$ cat config.mk
export PLATFORM = sky130hd
export DESIGN_NAME = bounded_unique_set_table_top_flat
export DESIGN_NICKNAME = d
export VERILOG_FILES = /design/src/hdl/bust_pkg.sv /design/src/hdl/bust_in_if.sv /design/src/hdl/bust_out_if.sv /design/src/hdl/bounded_unique_set_table_top.sv /design/src/hdl/bust_cell.sv /design/src/flat_wrapper.sv
export SDC_FILE = /design/constraint.sdc
export NUM_CORES = 2
export LEC_CHECK = 0
export ABC_AREA = 0
export BUFFER_PORTS_ARGS = -buffer_cell sky130_fd_sc_hd__buf_2
export CAP_MARGIN = 20
export CORE_ASPECT_RATIO = 0.9
export CORE_MARGIN = 4
export CORE_UTILIZATION = 45
export CTS_CLUSTER_DIAMETER = 200
export DETAILED_ROUTE_END_ITERATION = 6
export HOLD_SLACK_MARGIN = 0.05
export PLACE_DENSITY_LB_ADDON = 0.12
export SYNTH_ARGS = -nofsm -noshare
export SYNTH_HDL_FRONTEND = slang
export SYNTH_SLANG_ARGS = --single-unit
$ cat constraint.sdc
create_clock -name clk -period 13.89 [get_ports clk]
set_clock_uncertainty 0.1 [all_clocks]
set_input_delay 2.0835 -clock clk [delete_from_list [all_inputs] [get_ports clk]]
set_output_delay 2.0835 -clock clk [all_outputs]
set_load 0.01 [all_outputs]
$ cat src/hdl/bust_pkg.sv
`timescale 1ns / 1ps
// ----------------------------------------------------------------------------
// bust_pkg
// Shared types, widths and codes for the bounded unique set table.
// ----------------------------------------------------------------------------
package bust_pkg;

	localparam int FUNC_W  = 2;
	localparam int VAL_W   = 32;
	localparam int IDX_W   = 4;
	localparam int STAT_W  = 3;
	localparam int COUNT_W = 5;
	localparam int LIM_W   = 5;

	// built capacity; the port widths hold it to 1..16
	localparam int CAPACITY_DEF = 16;

	localparam logic [LIM_W-1:0] MAX_ENTRIES_RST = LIM_W'(10);

	typedef enum logic [FUNC_W-1:0] {
		OP_QUERY  = 2'd0,
		OP_INSERT = 2'd1,
		OP_REMOVE = 2'd2,
		OP_READ   = 2'd3
	} op_t;

	typedef enum logic [STAT_W-1:0] {
		ST_OK      = 3'd0,
		ST_PRESENT = 3'd1,
		ST_FULL    = 3'd2,
		ST_ABSENT  = 3'd3,
		ST_RANGE   = 3'd4
	} status_t;

	// broadcast from the top level to every cell
	typedef struct packed {
		logic             ins_en;
		logic             rem_en;
		logic [VAL_W-1:0] value;
	} cell_ctl_t;

endpackage

$ cat src/hdl/bust_in_if.sv
`timescale 1ns / 1ps
// ----------------------------------------------------------------------------
// bust_in_if
// Request channel: operation, value and index with valid/ready.
// ----------------------------------------------------------------------------
interface bust_in_if
	import bust_pkg::*;
	();
	logic                     valid;
	logic                     ready;
	logic [FUNC_W-1:0]        func;
	logic signed [VAL_W-1:0]  value;
	logic [IDX_W-1:0]         index;

	modport source (output valid, output func, output value, output index, input ready);
	modport sink   (input valid, input func, input value, input index, output ready);
endinterface

$ cat src/hdl/bust_out_if.sv
`timescale 1ns / 1ps
// ----------------------------------------------------------------------------
// bust_out_if
// Response channel: status, read data, count and flags with valid/ready.
// ----------------------------------------------------------------------------
interface bust_out_if
	import bust_pkg::*;
	();
	logic                     valid;
	logic                     ready;
	logic [STAT_W-1:0]        status;
	logic signed [VAL_W-1:0]  read_value;
	logic [COUNT_W-1:0]       entry_count;
	logic                     is_empty;
	logic                     is_full;

	modport source (output valid, output status, output read_value, output entry_count,
		output is_empty, output is_full, input ready);
	modport sink   (input valid, input status, input read_value, input entry_count,
		input is_empty, input is_full, output ready);
endinterface

$ cat src/hdl/bounded_unique_set_table_top.sv
`timescale 1ns / 1ps
// ----------------------------------------------------------------------------
// bounded_unique_set_table_top
// Bounded set of signed 32-bit values held as a packed row of cells.
// ----------------------------------------------------------------------------
// Usage:
//   req carries one request word: func (query, insert, remove, read), value
//   and index. rsp carries one response word per request: status, read_value,
//   entry_count, is_empty and is_full as they stand after the operation.
//   cfg_we/cfg_wdata write max_entries; write it only while no request is
//   in flight.
// Timing:
//   An accepted request completes at its edge: every cell compares its entry
//   with the request value at once and the hit ripples up the row, so inserts
//   land at the tail and removes shift all upper cells down in the same edge.
//   The response appears in the output register on the next cycle, and one
//   word per cycle is sustained while rsp.ready stays high.
// Reset:
//   arst_n clears the count, all cell occupancy bits and the output valid,
//   and sets max_entries to 10. Entry data is not reset.
// Stall:
//   While rsp.ready is low and a word is held, req.ready is low; the held
//   word stays stable until taken.
// CAPACITY ranges from 1 to 16.
// ----------------------------------------------------------------------------
module bounded_unique_set_table_top
	import bust_pkg::*;
#(
	parameter int CAPACITY = CAPACITY_DEF
)(
	input  logic              clk,
	input  logic              arst_n,
	bust_in_if.sink           req,
	bust_out_if.source        rsp,
	input  logic              cfg_we,
	input  logic [LIM_W-1:0]  cfg_wdata
);

	localparam int CNT_W = $clog2(CAPACITY + 1);

	logic [LIM_W-1:0]  max_entries_q;
	logic [CNT_W-1:0]  count_q;
	logic [CNT_W-1:0]  count_nxt;
	logic              rsp_valid_q;
	logic [STAT_W-1:0] status_q;
	logic [VAL_W-1:0]  read_value_q;
	logic [COUNT_W-1:0] entry_count_q;
	logic              is_empty_q;
	logic              is_full_q;

	logic              accept;
	op_t               op;
	logic [LIM_W-1:0]  lim;
	logic [COUNT_W-1:0] cnt_ext;
	logic [COUNT_W-1:0] cnt_nxt_ext;
	logic              full_now;
	logic              any_hit;
	logic              in_range;
	status_t           status_c;
	logic [VAL_W-1:0]  rd_c;
	cell_ctl_t         ctl;

	logic [VAL_W-1:0]  entry_w [CAPACITY];
	logic              occ_w   [CAPACITY];
	logic              hit_w   [CAPACITY+1];

	assign req.ready = !rsp_valid_q || rsp.ready;
	assign accept    = req.valid && req.ready;
	assign op        = op_t'(req.func);

	assign lim      = (max_entries_q > LIM_W'(CAPACITY)) ? LIM_W'(CAPACITY) : max_entries_q;
	assign cnt_ext  = COUNT_W'(count_q);
	assign full_now = cnt_ext >= COUNT_W'(lim);
	assign any_hit  = hit_w[CAPACITY];
	assign in_range = (COUNT_W'(req.index) < cnt_ext) && (int'(req.index) < CAPACITY);

	// read mux over the cell row
	always_comb begin
		rd_c = '0;
		for (int i = 0; i < CAPACITY; i++) begin
			if (int'(req.index) == i) begin
				rd_c = entry_w[i];
			end
		end
	end

	always_comb begin
		status_c   = ST_OK;
		count_nxt  = count_q;
		ctl.ins_en = 1'b0;
		ctl.rem_en = 1'b0;
		ctl.value  = req.value;
		case (op)
			OP_QUERY: begin
				if (!any_hit) begin
					status_c = ST_ABSENT;
				end
			end
			OP_INSERT: begin
				if (full_now) begin
					status_c = ST_FULL;
				end else if (any_hit) begin
					status_c = ST_PRESENT;
				end else if (int'(count_q) < CAPACITY) begin
					ctl.ins_en = accept;
					count_nxt  = count_q + CNT_W'(1);
				end else begin
					status_c = ST_FULL;
				end
			end
			OP_REMOVE: begin
				if (any_hit) begin
					ctl.rem_en = accept;
					count_nxt  = count_q - CNT_W'(1);
				end else begin
					status_c = ST_ABSENT;
				end
			end
			default: begin
				if (!in_range) begin
					status_c = ST_RANGE;
				end
			end
		endcase
	end

	assign cnt_nxt_ext = COUNT_W'(count_nxt);

	assign hit_w[0] = 1'b0;

	for (genvar g = 0; g < CAPACITY; g++) begin : g_cell
		logic [VAL_W-1:0] nxt_e;
		logic             nxt_o;
		logic             prv_o;

		if (g == CAPACITY - 1) begin : g_last
			assign nxt_e = '0;
			assign nxt_o = 1'b0;
		end else begin : g_mid
			assign nxt_e = entry_w[g+1];
			assign nxt_o = occ_w[g+1];
		end

		if (g == 0) begin : g_first
			assign prv_o = 1'b1;
		end else begin : g_upper
			assign prv_o = occ_w[g-1];
		end

		bust_cell u_cell (
			.clk        (clk),
			.arst_n     (arst_n),
			.ctl        (ctl),
			.prev_occ   (prv_o),
			.hit_in     (hit_w[g]),
			.next_entry (nxt_e),
			.next_occ   (nxt_o),
			.hit_out    (hit_w[g+1]),
			.entry      (entry_w[g]),
			.occ        (occ_w[g])
		);
	end

	always_ff @(posedge clk or negedge arst_n) begin
		if (!arst_n) begin
			max_entries_q <= MAX_ENTRIES_RST;
			count_q       <= '0;
			rsp_valid_q   <= 1'b0;
		end else begin
			if (cfg_we) begin
				max_entries_q <= cfg_wdata;
			end
			if (accept) begin
				count_q     <= count_nxt;
				rsp_valid_q <= 1'b1;
			end else if (rsp.ready) begin
				rsp_valid_q <= 1'b0;
			end
		end
	end

	// hold the response payload until taken
	always_ff @(posedge clk) begin
		if (accept) begin
			status_q      <= status_c;
			read_value_q  <= (op == OP_READ && in_range) ? rd_c : '0;
			entry_count_q <= cnt_nxt_ext;
			is_empty_q    <= (cnt_nxt_ext == '0);
			is_full_q     <= (cnt_nxt_ext >= COUNT_W'(lim));
		end
	end

	assign rsp.valid       = rsp_valid_q;
	assign rsp.status      = status_q;
	assign rsp.read_value  = read_value_q;
	assign rsp.entry_count = entry_count_q;
	assign rsp.is_empty    = is_empty_q;
	assign rsp.is_full     = is_full_q;

endmodule

$ cat src/hdl/bust_cell.sv
`timescale 1ns / 1ps
// ----------------------------------------------------------------------------
// bust_cell
// One slot of the packed list: holds an entry, compares it with the request
// value, loads on insert at the tail and shifts down on remove.
// ----------------------------------------------------------------------------
module bust_cell
	import bust_pkg::*;
(
	input  logic             clk,
	input  logic             arst_n,
	input  cell_ctl_t        ctl,
	input  logic             prev_occ,   // slot below is held
	input  logic             hit_in,     // match somewhere below
	input  logic [VAL_W-1:0] next_entry,
	input  logic             next_occ,
	output logic             hit_out,
	output logic [VAL_W-1:0] entry,
	output logic             occ
);

	logic [VAL_W-1:0] entry_q;
	logic             occ_q;
	logic             match;
	logic             shift;
	logic             load;

	assign match   = occ_q && (entry_q == ctl.value);
	assign hit_out = hit_in || match;
	// a removed slot and every slot above it take the neighbor's word
	assign shift   = ctl.rem_en && hit_out;
	// insert lands in the first free slot
	assign load    = ctl.ins_en && !occ_q && prev_occ;

	always_ff @(posedge clk or negedge arst_n) begin
		if (!arst_n) begin
			occ_q <= 1'b0;
		end else if (shift) begin
			occ_q <= next_occ;
		end else if (load) begin
			occ_q <= 1'b1;
		end
	end

	always_ff @(posedge clk) begin
		if (shift) begin
			entry_q <= next_entry;
		end else if (load) begin
			entry_q <= ctl.value;
		end
	end

	assign entry = entry_q;
	assign occ   = occ_q;

endmodule

$ cat src/flat_wrapper.sv
// flat-port wrapper written by rule: the top's interface ports become plain ports
module bounded_unique_set_table_top_flat import bust_pkg::*;
#(
	parameter int CAPACITY = CAPACITY_DEF
)
  (clk, arst_n, cfg_we, cfg_wdata, req_valid, req_func, req_value, req_index, req_ready, rsp_valid, rsp_status, rsp_read_value, rsp_entry_count, rsp_is_empty, rsp_is_full, rsp_ready);
  bust_in_if req_i ();
  bust_out_if rsp_i ();
  input  logic clk;
  input  logic arst_n;
  input  logic cfg_we;
  input  logic [LIM_W-1:0] cfg_wdata;
  input wire logic [$bits(req_i.valid)-1:0] req_valid;
  input wire logic [$bits(req_i.func)-1:0] req_func;
  input wire logic [$bits(req_i.value)-1:0] req_value;
  input wire logic [$bits(req_i.index)-1:0] req_index;
  output wire logic [$bits(req_i.ready)-1:0] req_ready;
  output wire logic [$bits(rsp_i.valid)-1:0] rsp_valid;
  output wire logic [$bits(rsp_i.status)-1:0] rsp_status;
  output wire logic [$bits(rsp_i.read_value)-1:0] rsp_read_value;
  output wire logic [$bits(rsp_i.entry_count)-1:0] rsp_entry_count;
  output wire logic [$bits(rsp_i.is_empty)-1:0] rsp_is_empty;
  output wire logic [$bits(rsp_i.is_full)-1:0] rsp_is_full;
  input wire logic [$bits(rsp_i.ready)-1:0] rsp_ready;
  assign req_i.valid = req_valid;
  assign req_i.func = req_func;
  assign req_i.value = req_value;
  assign req_i.index = req_index;
  assign req_ready = req_i.ready;
  assign rsp_valid = rsp_i.valid;
  assign rsp_status = rsp_i.status;
  assign rsp_read_value = rsp_i.read_value;
  assign rsp_entry_count = rsp_i.entry_count;
  assign rsp_is_empty = rsp_i.is_empty;
  assign rsp_is_full = rsp_i.is_full;
  assign rsp_i.ready = rsp_ready;
  bounded_unique_set_table_top #(.CAPACITY(CAPACITY)) u_core (.clk(clk), .arst_n(arst_n), .req(req_i), .rsp(rsp_i), .cfg_we(cfg_we), .cfg_wdata(cfg_wdata));
endmodule
==> out/results.ini <==
[place]
area_post_placement_um2 = 38100
placement.io_buffers = 91
gp_routability_congestion = 1.05
dp_hpwl_um = 119000

[cts]
cts.repair.resized = 0
htree_levels = 3
numCtsBuffers = 69
clkTransAtPathRegs_ns = 0.06
cts.path.max_buffers = 3
cts_hold_buffers = 0
worst_skew_pair_later_pin_latency_ns = 0.65
post-cts-setup-buffer-count = 0
cts_root_buf = sky130_fd_sc_hd__clkbuf_16
cts_tree = yes
clock_sinks = 581

[power]
p_per_area_nw_per_um2 = 119
static-leakage-power_nw = 13.7
share_comb_of_total_power_pct = 17.4
share_clk_of_total_power_pct = 38.2
seq_power_share_pct = 44.4
p_sw_w = 0.00146
power.internal_w = 0.00334
sw_share_pct = 30.4
ir_drop_v = 0.0000861

[logic_synthesis]
cell_area_synth_um2 = 36900
post_synth_mux_area_share_pct = 19.0
area_share_of_fa_ha_maj_cells_after_synthesis_pct = 0.645
yosys.cell_types.count = 80
synth_simple_gate_area_share_pct = 11.0
synth.top_cells.by_area = sky130_fd_sc_hd__edfxtp_1, sky130_fd_sc_hd__mux2_2, sky130_fd_sc_hd__xnor2_1
async_reset_ff_share_pct = 4.65
syn-instance-count = 3132
syn-mean-instance-area_um2 = 11.8
yosys_most_used_dff = sky130_fd_sc_hd__edfxtp_1
combinational_family_with_the_most_area_after_synthesis = multiplexers
synth_area_leader_cell = sky130_fd_sc_hd__edfxtp_1
yosys_warnings = 0
yosys-top-cells-count = sky130_fd_sc_hd__edfxtp_1, sky130_fd_sc_hd__mux2_2, sky130_fd_sc_hd__xnor2_1
yosysSeqAreaShare_pct = 46.1
syn_nets = 3199
synth-edff-count = 522
synth_compound_area_share_pct = 7.12
synthXorXnorAreaFrac_pct = 12.0
synth_most_common_cell = sky130_fd_sc_hd__edfxtp_1
synth_top_area_share_pct = 42.5
synth_seq_cells = 581

[global_routing]
pin_count_of_the_biggest_net_entering_global_routing = 67
grt_remaining_overflow = 0
number_of_global_route_vias_before_repair = 26500
grt_pass1_wl_um = 215000
antenna_found_initial = 1
grt_usage_pct = 35.4

[die]
coreArea_um2 = 81100
initial_core_util_pct = 45.4
boundaryPins = 92
rows = 99
die_area_um2 = 86600
floorplan.die.width_um = 310
fp.dieH_um = 280

[critical_path]
worst_case_reg_to_reg_path_depth = 12
worst-setup-path-type = in2reg
path_buf_inv = 4
critPathLaunch = req_value[8]
worst_setup_path_end_kind = flop
cp_top_family = simple AND/OR/NAND/NOR gates
reg_to_reg_slack_setup_ns = 7.81
reg2reg_to = u_core.g_cell[11].u_cell.entry[10]
timing.critical_path.slowest_stage_cell = sky130_fd_sc_hd__nor4_1
cp_data_required_time_ns = 14.06
reg2reg_from = u_core.g_cell[12].u_cell.entry[31]
critical_path.endpoint = u_core.g_cell[11].u_cell.entry[10]
cp.arrival_ns = 7.91
worst_path_largest_cell_delay_ns = 1.07
critical_path_fanouts_max = 33
crit_chain = buf_2 -> xor2_1 -> nor4_1 -> nand4_1 -> nor4_1 -> nor4_1 -> nand4_1 -> and3_2 -> buf_4 -> o41ai_2 -> buf_4 -> o21ai_2 -> buf_4
crit_cells = 13
start_kind = input pin

[drt]
vias_per_cell = 6.74
drt_iter0_markers = 4413
met1Wirelength_um = 72800
first_pass_iters = 6
met2_wire_length_um = 58300
top_signal_layer_used = met4
route.final.wire_length_um = 157000
drc_errors = 0
route.antenna.remaining_nets = 0
total_length_of_routed_met3_wires_um = 23000
route.vias.total = 28600
route.detailed.wl_per_inst_um = 37.0

[sta]
slew-limit-headroom_pct = 15.8
drv_slew = 0
finalSetupTns_ns = 0
post-route-period-util_pct = 55.7
unrepaired_setup_endpoints_after_global_routing = no
max_slew.worst_pin.slew_ns = 1.25
timing.final.setup_violations = 0
maxClockFrequency_ghz = 0.129
hold_viol = 0
min_period_ns = 7.74

[final_layout]
areaGrowthSynthToFinish_pct = 9.46
num-nets-final = 3187
drive_gt1_share_pct = 26.6
n_fill_cell = 7200
cell_area_after_layout_um2 = 40400

[run]
drv_cap = 0

[min_path]
timing.hold.worst.class = reg2reg
hold_start = u_core.rsp.valid

[outcome]
run_status = finished clean

how the worst min path moves through the flow:
stage	endpoint	slack, ns	depth (start not counted)
finish	u_core.rsp.valid	0.42	2
global route	u_core.max_entries_q[2]	0.44	1
CTS	u_core.rsp.valid	0.43	2
detailed placement	u_core.rsp.valid	0.42	2
global placement	u_core.max_entries_q[2]	0.40	1
floorplan	u_core.max_entries_q[0]	0.37	1
flip-flops by register name, indices dropped and copies added (netlist names):
signal,flops
u_core.rsp.entry_count,5
u_core.rsp.is_empty,1
u_core.g_cell.u_cell.entry,512
u_core.rsp.is_full,1
u_core.g_cell.u_cell.occ,16
u_core.max_entries_q,5
u_core.rsp.valid,1
u_core.rsp.read_value,32
u_core.rsp.status,3
u_core.cnt_ext,5
logic make-up (layout without fill, tap and decap cells):
group	after synthesis	after routing
simple gates	750	750
mux	585	585
buf+inv	299	342
compound gates	391	391
xor+xnor	507	507
other cells	0	3
flops	581	581
fa+ha+maj	19	19
routing by layer:
layer	GRT usage (%)	up-vias
li1	-	11800
met5	0	-
met1	56.0	14900
met4	6.36	0
met3	15.8	151
met2	43.6	1785
cells in the final DEF (no fill, tap or decap), drive strengths merged, types with 42 or more instances in the layout:
cell / count
edfxtp: 522
mux2: 509
a22oi: 45
nor2: 121
nand2: 178
xnor2: 256
o21ai: 103
xor2: 251
buf: 168
inv: 51
mux2i: 52
nor3: 42
nand4: 110
nor4: 126
a21oi: 81
clkbuf: 100
worst min-delay path, stage by stage (launching register included):
cell and delay [ns]:
sky130_fd_sc_hd__dfrtp_1 0.34, sky130_fd_sc_hd__nand2b_1 0.08, sky130_fd_sc_hd__nand2b_1 0.07
through the flow:
| step | hold slack [ns] | setup WS [ns] | utilization, % | total power (W) | cells |
|---|---|---|---|---|---|
| final | 0.424 | 6.15 | 49.7 | 0.00480 | 4238 |
| after global routing | 0.444 | 6.13 | 49.7 | 0.00493 | 4235 |
| after CTS | 0.432 | 6.41 | 49.6 | 0.00478 | 4230 |
| after detailed placement | 0.418 | 5.75 | 46.9 | 0.00295 | 4104 |
| after global placement | 0.402 | 5.66 | 46.9 | 0.00295 | 4100 |
| after floorplan | 0.373 | 6.47 | - | 0.00260 | 3132 |
layout make-up:
type                       count  area (um^2)  share of cell area, %
multi-input combinational   2252        18500                   45.9
tap                         1060         1330                   3.29
inverter                      48          180                  0.446
timing repair buffer         168         1110                   2.75
clock inverter                26          244                  0.605
clock buffer                 100         1960                   4.85
sequential                   581        17000                   42.1
antenna                        3         7.51                 0.0186
power groups by stage:
stage               Sequential (W)  Clock, W  Combinational [W]
floorplan                  0.00211         0           0.000483
global placement           0.00216         0           0.000790
detailed placement         0.00216         0           0.000794
CTS                        0.00212   0.00186           0.000799
global route               0.00214   0.00192           0.000874
finish                     0.00213   0.00183           0.000837
Power figures use the tool's default switching activity.
